### config.mk
export PLATFORM = sky130hd
export DESIGN_NAME = swec_back
export DESIGN_NICKNAME = d
export VERILOG_FILES = /design/src/hdl/swec_pkg.sv /design/src/hdl/swec_back.sv
export SDC_FILE = /design/constraint.sdc
export NUM_CORES = 1
export LEC_CHECK = 0
export BUFFER_PORTS_ARGS = -buffer_cell sky130_fd_sc_hd__buf_2
export CORE_UTILIZATION = 51
export DETAILED_ROUTE_END_ITERATION = 10
export PLACE_DENSITY = 0.77
export SYNTH_ARGS = -nofsm -noshare
export SYNTH_HDL_FRONTEND = slang
export SYNTH_SLANG_ARGS = --single-unit
### constraint.sdc
create_clock -name clock -period 4.7 [get_ports clock]
set_clock_uncertainty 0.15 [all_clocks]
set_input_delay 0.47 -clock clock [delete_from_list [all_inputs] [get_ports clock]]
set_output_delay 0.47 -clock clock [all_outputs]
set_load 0.02 [all_outputs]
### src/hdl/swec_pkg.sv
`timescale 1ns / 1ps
// Shared types and constants for the sliding-window error counter.
package swec_pkg;

   // Fixed widths of the beat fields.
   localparam int KIND_IN_W = 6;
   localparam int OUT_W     = 36;
   localparam logic [OUT_W-1:0] OUT_MAX = {OUT_W{1'b1}};

   // Command queue between the front and back parts.
   localparam int CMDQ_DEPTH = 4;
   localparam int CMDQ_PTR_W = 2;
   localparam int CMDQ_CNT_W = 3;

   // One classified input beat.
   typedef struct packed {
      logic                 record;
      logic                 tick;
      logic                 in_range;
      logic [KIND_IN_W-1:0] kind;
   } cmd_type;

   // Status returned from the back part to the front part.
   typedef struct packed {
      logic init_done;
      logic cmd_take;
   } back_status_type;

   typedef enum logic [1:0] {
      ST_INIT,
      ST_IDLE,
      ST_SUM,
      ST_CLEAR
   } state_type;

endpackage

### src/hdl/swec_back.sv
`timescale 1ns / 1ps
// Back part: clears the store, updates counts, sums a kind and clears rows.
module swec_back import swec_pkg::*; #(
   parameter int SLOTS      = 16,
   parameter int KINDS      = 64,
   parameter int COUNT_BITS = 32,
   parameter int SLOT_W     = (SLOTS > 1) ? $clog2(SLOTS) : 1,
   parameter int KIND_W     = (KINDS > 1) ? $clog2(KINDS) : 1,
   parameter int DEPTH      = SLOTS * (1 << KIND_W),
   parameter int RAM_AW     = (DEPTH > 1) ? $clog2(DEPTH) : 1
) (
   input  logic                  clock,
   input  logic                  reset,
   input  logic                  cmd_valid,
   input  cmd_type               cmd,
   output back_status_type       status,
   output logic                  ram_wr_en,
   output logic [RAM_AW-1:0]     ram_wr_addr,
   output logic [COUNT_BITS-1:0] ram_wr_data,
   output logic                  ram_rd_en,
   output logic [RAM_AW-1:0]     ram_rd_addr,
   input  logic [COUNT_BITS-1:0] ram_rd_data,
   output logic                  rsp_empty,
   input  logic                  rsp_pop,
   output logic [OUT_W-1:0]      rsp_window_count
);

   localparam int STEP_W = $clog2(SLOTS + 1);
   localparam int SUM_W  = ((COUNT_BITS > OUT_W) ? COUNT_BITS : OUT_W) + 1;
   localparam int FULL_W = SLOT_W + KIND_W;

   state_type            state_ff, state_in;
   logic [STEP_W-1:0]    step_ff, step_in;
   logic [KIND_W-1:0]    clr_ff, clr_in;
   logic [RAM_AW-1:0]    init_ff, init_in;
   logic [SLOT_W-1:0]    cur_ff, cur_in;
   cmd_type              cmd_ff, cmd_in;
   logic [OUT_W-1:0]     acc_ff, acc_in;
   logic                 res_valid_ff, res_valid_in;
   logic [OUT_W-1:0]     res_count_ff, res_count_in;

   logic [KIND_W-1:0]     kind;
   logic [SLOT_W-1:0]     next_slot;
   logic [STEP_W-1:0]     prev_step;
   logic [SLOT_W-1:0]     data_slot;
   logic                  bump;
   logic [COUNT_BITS-1:0] val_sel;
   logic [SUM_W-1:0]      sum_wide;
   logic [OUT_W-1:0]      acc_next;
   logic [FULL_W-1:0]     rd_full;
   logic [FULL_W-1:0]     wr_full;

   assign kind      = KIND_W'(cmd_ff.kind);
   assign next_slot = (cur_ff == SLOT_W'(SLOTS - 1)) ? '0 : cur_ff + SLOT_W'(1);
   assign prev_step = step_ff - STEP_W'(1);
   assign data_slot = prev_step[SLOT_W-1:0];

   // The read of each row comes back here; a recorded error is added on
   // the way through for the current row, unless it is full, and written straight back.
   assign bump     = cmd_ff.record && (data_slot == cur_ff) && !(&ram_rd_data);
   assign val_sel  = bump ? ram_rd_data + COUNT_BITS'(1) : ram_rd_data;
   assign sum_wide = SUM_W'(acc_ff) + SUM_W'(val_sel);
   assign acc_next = (sum_wide > SUM_W'(OUT_MAX)) ? OUT_MAX : sum_wide[OUT_W-1:0];

   assign rsp_empty        = !res_valid_ff;
   assign rsp_window_count = res_count_ff;
   assign ram_rd_addr      = rd_full[RAM_AW-1:0];

   always_comb begin
      state_in     = state_ff;
      step_in      = step_ff;
      clr_in       = clr_ff;
      init_in      = init_ff;
      cur_in       = cur_ff;
      cmd_in       = cmd_ff;
      acc_in       = acc_ff;
      res_valid_in = res_valid_ff;
      res_count_in = res_count_ff;
      status.init_done = (state_ff != ST_INIT);
      status.cmd_take  = 1'b0;
      ram_wr_en   = 1'b0;
      ram_wr_data = '0;
      ram_rd_en   = 1'b0;
      rd_full     = {step_ff[SLOT_W-1:0], kind};
      wr_full     = {cur_ff, clr_ff};
      ram_wr_addr = wr_full[RAM_AW-1:0];

      if (rsp_pop && res_valid_ff) begin
         res_valid_in = 1'b0;
      end

      unique case (state_ff)
         ST_INIT: begin
            ram_wr_en   = 1'b1;
            ram_wr_addr = init_ff;
            if (init_ff == RAM_AW'(DEPTH - 1)) begin
               state_in = ST_IDLE;
            end else begin
               init_in = init_ff + RAM_AW'(1);
            end
         end
         ST_IDLE: begin
            if (cmd_valid && !res_valid_ff) begin
               status.cmd_take = 1'b1;
               cmd_in  = cmd;
               acc_in  = '0;
               step_in = '0;
               if (cmd.in_range) begin
                  state_in = ST_SUM;
               end else begin
                  res_valid_in = 1'b1;
                  res_count_in = '0;
                  if (cmd.tick) begin
                     cur_in   = next_slot;
                     clr_in   = '0;
                     state_in = ST_CLEAR;
                  end
               end
            end
         end
         ST_SUM: begin
            if (step_ff < STEP_W'(SLOTS)) begin
               ram_rd_en = 1'b1;
            end
            if (step_ff != '0) begin
               acc_in  = acc_next;
               wr_full = {data_slot, kind};
               ram_wr_addr = wr_full[RAM_AW-1:0];
               ram_wr_en   = bump;
               ram_wr_data = val_sel;
            end
            if (step_ff == STEP_W'(SLOTS)) begin
               res_valid_in = 1'b1;
               res_count_in = acc_next;
               if (cmd_ff.tick) begin
                  cur_in   = next_slot;
                  clr_in   = '0;
                  state_in = ST_CLEAR;
               end else begin
                  state_in = ST_IDLE;
               end
            end else begin
               step_in = step_ff + STEP_W'(1);
            end
         end
         ST_CLEAR: begin
            ram_wr_en = 1'b1;
            if (clr_ff == KIND_W'(KINDS - 1)) begin
               state_in = ST_IDLE;
            end else begin
               clr_in = clr_ff + KIND_W'(1);
            end
         end
         default: begin
            state_in = ST_IDLE;
         end
      endcase
   end

   always_ff @(posedge clock) begin
      if (reset) begin
         state_ff     <= ST_INIT;
         init_ff      <= '0;
         cur_ff       <= '0;
         res_valid_ff <= 1'b0;
      end else begin
         state_ff     <= state_in;
         init_ff      <= init_in;
         cur_ff       <= cur_in;
         res_valid_ff <= res_valid_in;
      end
   end

   always_ff @(posedge clock) begin
      step_ff      <= step_in;
      clr_ff       <= clr_in;
      cmd_ff       <= cmd_in;
      acc_ff       <= acc_in;
      res_count_ff <= res_count_in;
   end

   a_result_free: assert property (@(posedge clock) disable iff (reset)
      (state_ff == ST_SUM && step_ff == STEP_W'(SLOTS)) |-> !res_valid_ff)
      else $error("result register overwritten before it was popped");

   a_step_bound: assert property (@(posedge clock) disable iff (reset)
      (state_ff == ST_SUM) |-> step_ff <= STEP_W'(SLOTS))
      else $error("summing step ran past the last slot");

   a_init_once: assert property (@(posedge clock) disable iff (reset)
      (state_ff != ST_INIT) |=> (state_ff != ST_INIT))
      else $error("clearing pass restarted without a reset");

endmodule

* Word-level counts from Yosys, hierarchy flattened
Cells that the tools add are included.
** Cells by class
- Mux-type cells :: 49
- Reductions and logical operators :: 21
- Bitwise operators :: 1
- Equal/unequal tests :: 19
- Add/subtract/negate cells :: 7
- $lt $le $gt $ge :: 2
** Operators with widths (number)
- $mux 36 :: 6
- $pmux 36 s2 :: 2
- $mux 32 :: 3
- $add 36x32->37 :: 1
- $gt 37x36->1 const B :: 1
- $mux 6 :: 6
- $add 32x1->32 const B :: 1
- $reduce_and 32->1 :: 1
- $mux 4 :: 6
- $ne 2x2->1 const B :: 10
- $pmux 10 s2 :: 1
- $pmux 6 s3 :: 1
- $mux 2 :: 7
- $add 10x1->10 const B :: 1
- $eq 10x10->1 const B :: 1
- $mux 10 :: 1
- $mux 5 :: 2
- $pmux 5 s2 :: 1
- $mux 1 :: 9
- $pmux 2 s4 :: 1
- $pmux 4 s2 :: 1
- $reduce_and 7->1 :: 1
- $add 6x1->6 const B :: 1
- $eq 6x6->1 const B :: 1
- other kinds (24) :: 33
** Storage, ports and cells
- Output and inout bits :: 93
- Word-level logic and storage cells :: 110
- Register bits :: 108

* Longest topological paths before layout
Gate-level depths: netlist of the first run.
- Depth after elaboration :: 10
- Gate-level depth with buffers :: 19
- Depth with buffers taken out :: 18

* Worst setup path before layout of the first run
OpenSTA, ideal clock, no wires.
- Path kind :: register to register
- Start :: register step_ff[0]
- End :: register acc_ff[31], data pin
- Arrival :: 4.006 ns
- Cell stages (with the launch flop) :: 18
- Clock period less this slack :: 4.433 ns
- Setup slack :: 0.267 ns
- Buffers on the path :: 0
- Cells stage by stage :: edfxtp_1 > inv_1 > ha_1 > xor2_1 > xnor2_1 > nand4_1 > a31o_2 > or4_1 > xnor2_1 > ha_1 > a21oi_1 > o21ai_0 > a221o_1 > or2_1 > o21ai_1 > nand2_1 > a2111oi_0 > a211oi_1
** Between the ends
- Cells in the longest elaborated chain, start to end :: 10
** Ends and longest elaborated chain
- start: declaration :: RTL line swec_back.sv:33 : logic [STEP_W-1:0] step_ff, step_in;
- start signal: assignment :: RTL line swec_back.sv:175 : step_ff <= step_in;
- $sub 4x1->4 * :: RTL line swec_back.sv:55 : assign prev_step = step_ff - STEP_W'(1);
- named net prev_step[0] :: RTL line swec_back.sv:44 : logic [STEP_W-1:0] prev_step;
- $eq 4x4->1 * :: RTL line swec_back.sv:60 : assign bump = cmd_ff.record && (data_slot == cur_ff) && !(&ram_rd_data);
- $logic_and 1x1->1 * (2 in a row) :: RTL line swec_back.sv:60
- $mux 32 * :: RTL line swec_back.sv:61 : assign val_sel = bump ? ram_rd_data + COUNT_BITS'(1) : ram_rd_data;
- $add 36x32->37 * :: RTL line swec_back.sv:62 : assign sum_wide = SUM_W'(acc_ff) + SUM_W'(val_sel);
- $gt 37x36->1 :: RTL line swec_back.sv:63 : assign acc_next = (sum_wide > SUM_W'(OUT_MAX)) ? OUT_MAX : sum_wide[OUT_W-1:0];
- $mux 36 * :: RTL line swec_back.sv:63
- $mux 36 * :: RTL line swec_back.sv:125 : if (step_ff != '0) begin
- $pmux 36 s2 * :: RTL line swec_back.sv:92 : unique case (state_ff)
- named net acc_in[31] :: RTL line swec_back.sv:38 : logic [OUT_W-1:0] acc_ff, acc_in;
- end signal: assignment :: RTL line swec_back.sv:178 : acc_ff <= acc_in;
- end: declaration :: RTL line swec_back.sv:38
Mark *: on every way through the listed nets, which the timed path passes. The rest lies on a longest branch. The select of a mux whose other input is x is not followed.
A chain may end at the register's enable or synchronous reset.

* Worst setup path after layout of the first run
- Start :: register step_ff[1]
- End :: register res_count_ff[31], in the netlist rsp_window_count[31], data pin
** Between the ends
- Cells in the longest elaborated chain, start to end :: 10
** Ends and longest elaborated chain
- $sub 4x1->4 * :: RTL line swec_back.sv:55
- $eq 4x4->1 * :: RTL line swec_back.sv:60
- $logic_and 1x1->1 * (2 in a row) :: RTL line swec_back.sv:60
- $mux 32 * :: RTL line swec_back.sv:61
- $add 36x32->37 * :: RTL line swec_back.sv:62
- $gt 37x36->1 :: RTL line swec_back.sv:63
- $mux 36 * :: RTL line swec_back.sv:63
- $mux 36 * :: RTL line swec_back.sv:132 : if (step_ff == STEP_W'(SLOTS)) begin
- $pmux 36 s2 * :: RTL line swec_back.sv:92
- end signal: assignment :: RTL line swec_back.sv:179 : res_count_ff <= res_count_in;
- end: declaration :: RTL line swec_back.sv:40 : logic [OUT_W-1:0] res_count_ff, res_count_in;
Mark *: on every way between the ends. The rest lies on a longest branch, timed or not. The select of a mux whose other input is x is not followed.

==> results of run 1 <==
routing by layer:
| metal | wire length [microns] | share of wire [%] | vias to the layer above | GRT usage, % |
|---|---|---|---|---|
| li1 | - | - | 3011 | - |
| met1 | 8070 | 42 | 3020 | 33.4 |
| met2 | 9270 | 49 | 270 | 44.0 |
| met3 | 1320 | 6.9 | 29 | 4.86 |
| met4 | 419 | 2.2 | 0 | 9.57 |
| met5 | 0 | 0 | - | 0 |
cells by family after synthesis:
group | synth area share, %
AO/OA/AOI/OAI | 16.0
buffers and inverters | 3.73
XOR/XNOR | 9.87
flip-flops | 43.0
adder cells (fa/ha/maj) | 7.80
multiplexers | 0.700
AND/OR/NAND/NOR | 18.9
cell usage after synthesis (13+ instances only):
| library cell | count | area [sq um] |
|---|---|---|
| o21ai_0 | 19 | 95.1 |
| ha_1 | 43 | 538 |
| and2_1 | 46 | 288 |
| clkbuf_1 | 17 | 63.8 |
| nand2_1 | 61 | 229 |
| dfxtp_1 | 17 | 340 |
| nand3_1 | 26 | 130 |
| nor2_1 | 53 | 199 |
| inv_1 | 24 | 90.1 |
| nand4_1 | 14 | 87.6 |
| a21o_1 | 13 | 97.6 |
| edfxtp_1 | 91 | 2730 |
| a21oi_1 | 72 | 360 |
| xnor2_1 | 47 | 412 |
| xor2_1 | 31 | 272 |
state kept, by name, indices dropped and copies added, names as in the netlist:
name / flops
acc_ff: 36
rsp_window_count: 36
res_valid_ff: 1
cur_ff: 4
clr_ff: 6
cmd_ff: 2
step_ff: 5
kind: 6
state_ff: 2
init_ff: 10
power breakdown:
part / switching, mW / internal (mW)
clock network: 0.368 / 0.401
registers: 0.00317 / 1.03
logic: 0.150 / 0.115
final timing paths:
check              start                    to  slack (ns)  cells after the start
min reg2reg  state_ff[1]           state_ff[1]        0.35                      2
max reg2reg   step_ff[1]  rsp_window_count[31]        0.04                     21
max           step_ff[1]  rsp_window_count[31]        0.04                     21
min               cmd[4]               kind[4]        0.13                      1
stage by stage:
stage	utilization [%]	setup slack, ns	instances	setup TNS, ns
after global placement	61.6	0.126	1054	0
final	66.7	0.0350	1089	0
after detailed placement	61.6	-0.0629	1054	-0.172
after global routing	66.7	-0.140	1089	-0.880
after floorplan	-	0.267	723	0
after CTS	64.3	0.0141	1073	0
worst max-delay path, delay by kind of cell, from the launching register on:
kind | cells | cell delay (ns)
flops | 1 | 0.41
compound gates | 5 | 1.34
xor+xnor | 3 | 0.50
simple gates | 6 | 0.88
buf+inv | 5 | 0.70
fa+ha+maj | 2 | 0.49
area by class of cell:
| cell class | instances | area (sq um) | share of cell area (%) |
|---|---|---|---|
| multi-input combinational | 557 | 4060 | 45.2 |
| sequential | 108 | 3070 | 34.2 |
| timing repair buffer | 206 | 1220 | 13.6 |
| clock buffer | 10 | 250 | 2.79 |
| tap | 176 | 220 | 2.45 |
| inverter | 26 | 97.6 | 1.09 |
| clock inverter | 6 | 51.3 | 0.572 |
timing repair:
action | CTS | global route
cloned | 0 | 0
pin swaps | 2 | 23
setup buffers | 3 | 16
gates resized for setup | 10 | 39
setup endpoints to repair | 6 | 70
hold buffers | 0 | 0
==> run metrics, run 1 <==
status finished, final reports clean; Slew Limit Headroom 32.7%; total power between 2 and 2.5 mW; Critical-path top delay cell edfxtp_1; GR Util All Layers about a quarter; max incr delay on CP roughly 0.41 ns; total number of vias 6330; # rows between 40 and 50; clock buffer count from CTS 9; worst-path cell chain inv_1 > ha_4 > xor2_2 > xnor2_1 > nand4_1 > buf_4 > a31oi_4 > buf_6 > nand3_2 > nor2_2 > xor2_1 > ha_1 > nand4_1 > inv_1 > a221o_1 > or2_1 > o21ai_2 > nand2_2 > buf_4 > a21o_1 > a211oi_2; fin crit share 99.3%; Syn. warnings 0; Leak roughly 3.8 nW; Distinct cells, synth 69; initial DRC count 591; first-pass iteration count of the detailed router 5; die area 14500 sq um; clock transition at the registers of the reported paths around 0.080 ns; critical path required time 4.71 ns; crit path max fanout 7; #FFs+latches synth 108; CTS tree built; Antenna diodes 0; mean post-synth cell area 9.89 sq um; crit end category register; fmax 214 MHz; I/O pin cnt 138; ys async rst share 0%; largest net degree at the start of global routing 44; Syn Nets 812; max-cap viol count 0; Core Region ~13000 sq um; Routed WL per cell 17.5 microns; port buffer count 137; fillers about 1100; final wirelength 19100 microns; hold slack 0.128 ns; share of post-route cells with drive strength above 1 30.4%; NumNets Final 997; vias in the first global route 5779; Pins Over Slew Limit 0; PD cells 230 nW/um^2; post-route minimum period 4.66 ns; chip width 120 microns; gr ovfl total 0; Final ANT Viol Nets 0; first-pass GRT wire length 29000 microns; Post-synth EDFFs 91; dpl hpwl 13900 microns; CP arrival 4.68 ns; routability cong. approximately 0.93; worst slew pin tran around 1 ns; area grow syn2layout 25.5%; sequential share of the synthesized area 43.0%; Synth Flop Type edfxtp_1; Hold Fails Final Rpt 0; fin area 8970 sq um; CTS max path bufs 2; initial antenna violation count 0; CP startpoint kind register; most common cell after layout, fill and taps aside buf_2; Mapped Area approximately 7200 sq um; Hold Crit Class input port to register; placed cell area 8290 sq um; maximum vdd ir drop 171 uV; Clk Latency, worst-skew pair approximately 0.36 ns; critical path type register to register; CTS sink cnt 108; Initial Utilization roughly 53%; Cells after Synth between 700 and 800; DR vias/cell a little under 6; H-tree depth 3; root buffer cell clkbuf_16; # DRC 0; Die Y approximately 120 microns; commonest cells after routing, fill and taps aside 137 x buf_2, 91 x edfxtp_1, 66 x buf_4; Final setup viols 0
(Power assumes the default switching activity.)
==> run 2: changes to the inputs <==
CORE_ASPECT_RATIO = 0.9   (was not set)
==> run 2 against run 1 <==
Effect of this change: critical path depth shrank 1; combinational power shrank 3%; register-to-register slack improved by 0.11 ns.
==> run metrics, run 2 (synthesis results as in run 1) <==
critical path type register to register; total power 2.12 mW (+2.7%); crit path max fanout 5 (-2); status finished, final reports clean; total number of vias 6162 (-2.7%); worst slew pin tran 0.986 ns (-0.0172 ns); post-route minimum period 4.56 ns (-0.109 ns); Non-Filler Instances 1061 (-2.6%); GR Util All Layers 25.4% (-0.71 points); port buffer count 137 (unchanged); critical path required time 4.64 ns (-0.07 ns); NumNets Final 977 (-2.0%); Antenna diodes 0 (unchanged); met2 GRT Util 41.2% (-2.8 points); GRT met3 Usage 4.30% (-0.56 points); Fin Setup TNS 0 ns (unchanged); # DRC 0 (unchanged); largest net degree at the start of global routing 44 (unchanged); initial antenna violation count 0 (unchanged); M1 GR Usage 34.6% (+1.2 points); Slew Limit Headroom 34.3% (+1.5 points); maximum vdd ir drop 197 uV (+15%); worst flop-to-flop path endpoint acc_ff[31]; DR vias/cell 5.81 (about the same); routability cong. 0.921 (-0.49%); busiest layer in global routing met2; H-tree depth 3 (unchanged); max-cap viol count 0 (unchanged); I/O pin cnt 138 (unchanged); Routed WL per cell 17.6 microns (+0.15%); Worst path depth 20 (-4.8%); Critical-path top delay cell edfxtp_1; fin crit share 96.9% (-2.3 points); Hold Crit Class input port to register; commonest cells after routing, fill and taps aside 137 x buf_2, 91 x edfxtp_1, 61 x a21oi_1; most common cell after layout, fill and taps aside buf_2; initial DRC count 522 (-12%); dpl hpwl 13600 microns (-2.5%); r2r startpoint step_ff[0]; worst setup margin 0.144 ns (+0.109 ns); kind of cell adding the most delay to the critical path compound AO/OA/AOI/OAI gates; max incr delay on CP 0.40 ns (about the same); clock buffer count from CTS 9 (unchanged); Buf/Inv on CP 4 (-1); fmax 219 MHz (+2.4%); worst-path cell chain inv_1 > ha_4 > xor2_2 > xnor2_1 > nand4_1 > a31oi_4 > buf_12 > buf_6 > buf_4 > nand3_1 > xnor2_2 > ha_4 > a21o_1 > a21o_1 > a221o_1 > or2_1 > o21ai_2 > nand2_2 > a2111oi_4 > a211oi_1; crit end category register; multi-input logic area 4120 sq um (+1.7%); CTS max path bufs 2 (unchanged); # rows 40 (-4.8%); Hold Fails Final Rpt 0 (unchanged); CP arrival 4.49 ns (-0.19 ns); Cells after DPL 1033 (-2.0%); share of post-route cells with drive strength above 1 29.9% (-0.55 points); Setup WS pre-CTS -0.113 ns (-0.0500 ns); root buffer cell clkbuf_16; clock transition at the registers of the reported paths 0.07 ns (about the same); CP endpoint acc_ff[31]; vias in the first global route 5710 (-1.2%); fillers 1069 (-2.7%); CTS tree built; Initial Utilization 52.9% (-0.24 points); worst reg-to-reg path cell count 20 (-4.8%); Final ANT Viol Nets 0 (unchanged); CP startpoint kind register; worst setup path start step_ff[0]; area grow syn2layout 24.6%; Pins Over Slew Limit 0 (unchanged); Worst R2R Setup Slack 0.14 ns (+0.11 ns); cts hold-fix bufs 0 (unchanged); Clk Latency, worst-skew pair 0.36 ns (about the same); first-pass iteration count of the detailed router 5 (unchanged); die area 14500 sq um (about the same); first-pass GRT wire length 28400 microns (-2.1%); gr ovfl total 0 (unchanged); final wirelength 18600 microns (-2.4%); Core Region 13500 sq um (+0.45%); chip width 127 microns (+5.3%); CTS sink cnt 108 (unchanged); PD cells 238 nW/um^2 (+3.4%); FF/Latch Area 3070 sq um (unchanged); Leak 3.74 nW (-0.97%); Final setup viols 0 (unchanged); Die Y 114 microns (-5.0%)
[run 2: stage by stage]
step | hold slack [ns] | cell area, sq um | utilization, %
after detailed placement | 0.337 | 8180 | 60.6
after floorplan | 0.312 | 7150 | -
after global placement | 0.338 | 8180 | 60.6
after global routing | 0.116 | 8910 | 65.9
after CTS | 0.120 | 8520 | 63.1
final | 0.127 | 8910 | 65.9
[run 2: power by group]
| part | internal [mW] | total, mW | switching [mW] |
|---|---|---|---|
| sequential | 1.03 | 1.03 | 0.00318 |
| combinational | 0.108 | 0.256 | 0.147 |
| clock | 0.472 | 0.834 | 0.362 |
[run 2: area by class of cell]
class	count	share of cell area [%]
clock buffers	10	2.57
clock inverters	6	1.02
inverters	26	1.10
multi-input cells	557	46.3
flip-flops and latches	108	34.5
well taps	168	2.36
repair buffers	186	12.2
[run 2: repair_timing]
action,4_1_cts,5_1_grt
pin swaps,1,26
endpoints found under the setup margin,34,70
resized for setup,3,58
endpoints found under the hold margin,0,0
buffers inserted,1,11
[run 2: worst reg2reg max path: cells and delay by family, from the launching register on]
kind / cells / cell delay [ns]
simple gates: 4 / 0.73
xor+xnor: 3 / 0.53
compound gates: 7 / 1.59
buf+inv: 4 / 0.46
fa+ha+maj: 2 / 0.41
flops: 1 / 0.40
[run 2: how the worst min path moves through the flow]
stage                 from          end  slack [ns]  depth (start not counted)
3_5_place_dp   state_ff[1]  state_ff[1]        0.34                          2
6_report            cmd[0]      kind[0]        0.13                          1
3_3_place_gp   state_ff[1]  state_ff[1]        0.34                          2
5_1_grt             cmd[2]      kind[2]        0.12                          1
2_1_floorplan   init_ff[1]   init_ff[1]        0.31                          2
4_1_cts             cmd[0]      kind[0]        0.12                          1
[run 2: per-layer routing]
metal  up-vias  wire (microns)
met2       243            8860
met3        26            1220
met4         0             370
met5         -               0
li1       2975               -
met1      2918            8170
==> run 3: changes to the inputs <==
==> constraint.sdc (replaced) <==
create_clock -name clock -period 4.7 [get_ports clock]
set_clock_uncertainty 0.15 [all_clocks]
set_input_delay 0.94 -clock clock [delete_from_list [all_inputs] [get_ports clock]]
set_output_delay 0.94 -clock clock [all_outputs]
set_load 0.02 [all_outputs]
==> run 3 against run 2 <==
Effect of this change: register-to-register slack got worse by 0.14 ns; sequential share of layout area down 3.5 points; first-iteration DRC count down 13%; sequential power hardly changed; via count is 13% higher; clock power about the same; setup slack got worse by 0.14 ns; combinational power grew 32%; total power up 3.8%; core utilization increased by 7.4 points; die area stayed put; critical path type unchanged; largest cell class unchanged; highest routed layer unchanged.
==> run metrics, run 3 (synthesis results as in run 1) <==
CTS sink cnt 108 (unchanged); fmax 213 MHz (-3.1%); Initial Utilization 52.9% (unchanged); initial DRC count 454 (-13%); status finished, final reports clean; routability cong. 0.936 (+1.6%); most common cell after layout, fill and taps aside buf_4; post-route minimum period 4.70 ns (+0.143 ns); Pins Over Slew Limit 0 (unchanged); maximum vdd ir drop 174 uV (-11%); cts hold-fix bufs 0 (unchanged); critical path type register to register; CP startpoint kind register; commonest cells after routing, fill and taps aside 161 x buf_4, 137 x buf_2, 91 x edfxtp_1; Leak 4.29 nW (+15%); Final setup viols 0 (unchanged); CTS max path bufs 2 (unchanged); GR Util All Layers 27.8% (+2.4 points); NumNets Final 1095 (+12%); vias in the first global route 6403 (+12%); Antenna diodes 0 (unchanged); Fin Setup TNS 0 ns (unchanged); die area 14500 sq um (unchanged); total number of vias 6935 (+13%); fillers 937 (-12%); crit path max fanout 4 (-1); share of post-route cells with drive strength above 1 40.3% (+10 points); first-pass iteration count of the detailed router 7 (+2); port buffer count 137 (unchanged); Hold Fails Final Rpt 0 (unchanged); final wirelength 21800 microns (+17%); # DRC 0 (unchanged); crit end category register; Clk Latency, worst-skew pair 0.36 ns (about the same); fin crit share 100% (+3.1 points); I/O pin cnt 138 (unchanged); Core Region 13500 sq um (unchanged); root buffer cell clkbuf_16; clock transition at the registers of the reported paths 0.08 ns (about the same); max-cap viol count 0 (unchanged); RSZ-0062 raised after global routing yes; placed cell area 8990 sq um (+9.9%); Die Y 114 microns (unchanged); clock buffer count from CTS 9 (unchanged); dpl hpwl 14400 microns (+6.4%); Slew Limit Headroom 32.9% (-1.4 points); fin area 9910 sq um (+11%); # rows 40 (unchanged); CP arrival 4.66 ns (+0.17 ns); PD cells 222 nW/um^2 (-6.6%); chip width 127 microns (unchanged); worst slew pin tran 1.01 ns (+0.0214 ns); area grow syn2layout 38.6%; Routed WL per cell 18.5 microns (+5.4%); CTS tree built; Final ANT Viol Nets 0 (unchanged); largest net degree at the start of global routing 44 (unchanged); Hold Crit Class register to register; total power 2.20 mW (+3.8%); DR vias/cell 5.88 (+1.3%); first-pass GRT wire length 31400 microns (+11%); critical path required time 4.66 ns (+0.02 ns); initial antenna violation count 0 (unchanged); H-tree depth 3 (unchanged); gr ovfl total 0 (unchanged)
run 3: timing repair:
action,CTS,global route
endpoints found under the setup margin,64,70
buffers inserted,6,17
cloned,0,2
gates resized for setup,5,74
pin swaps,1,24
run 3: per-layer routing:
metal	vias to the layer above	global-route usage, %	wire [microns]
met1	3290	36.1	8880
met3	71	4.25	1580
met4	0	8.33	804
met2	361	48.2	10600
met5	-	0	0
li1	3213	-	-
run 3: layout make-up:
type                            instances  area, sq um  share of cell area, %
Multi-Input combinational cell        558         4220                   42.6
Clock inverter                          2         17.5                  0.177
Tap cell                              168          210                   2.12
Sequential cell                       108         3070                   31.0
Inverter                               26          100                   1.01
Timing Repair Buffer                  303         1980                   20.0
Clock buffer                           14          308                   3.11
run 3: final timing paths:
kind,cells past startpoint,from,slack (ns),end
min reg2reg,2,state_ff[1],0.35,state_ff[1]
max,21,step_ff[1],0.0002,rsp_window_count[35]
max reg2reg,21,step_ff[1],0.0002,rsp_window_count[35]
min,2,state_ff[1],0.35,state_ff[1]
run 3: power breakdown:
group	switching (mW)	internal, mW	leakage (nW)	total [mW]
Sequential	0.00343	1.03	0.980	1.03
Combinational	0.179	0.160	3.15	0.338
Clock	0.370	0.462	0.159	0.832
Total	0.552	1.65	4.29	2.20
run 3: worst max-delay path, cell delays in order (launching register included):
cell and delay, ns:
edfxtp_1 0.42, inv_2 0.09, ha_4 0.14, xor2_2 0.17, xnor2_1 0.14, nand4_1 0.22, buf_6 0.21, a31oi_4 0.25
buf_4 0.17, nand3_1 0.13, xnor2_2 0.17, ha_1 0.31, buf_4 0.16, nand4_1 0.14, inv_1 0.06, a221o_1 0.38
or2_1 0.29, o21ai_2 0.21, nand2_2 0.10, buf_4 0.15, a211o_1 0.25, o211a_1 0.14
run 3: stage by stage:
stage | hold slack, ns | util, % | std cells | setup WS (ns)
after floorplan | 0.312 | - | 723 | 0.0148
after global placement | 0.331 | 66.5 | 1138 | -0.339
after detailed placement | 0.337 | 66.5 | 1138 | -0.407
after CTS | 0.348 | 69.4 | 1160 | 0.00110
after global routing | 0.401 | 73.3 | 1179 | -0.155
final | 0.348 | 73.3 | 1179 | 0.000155
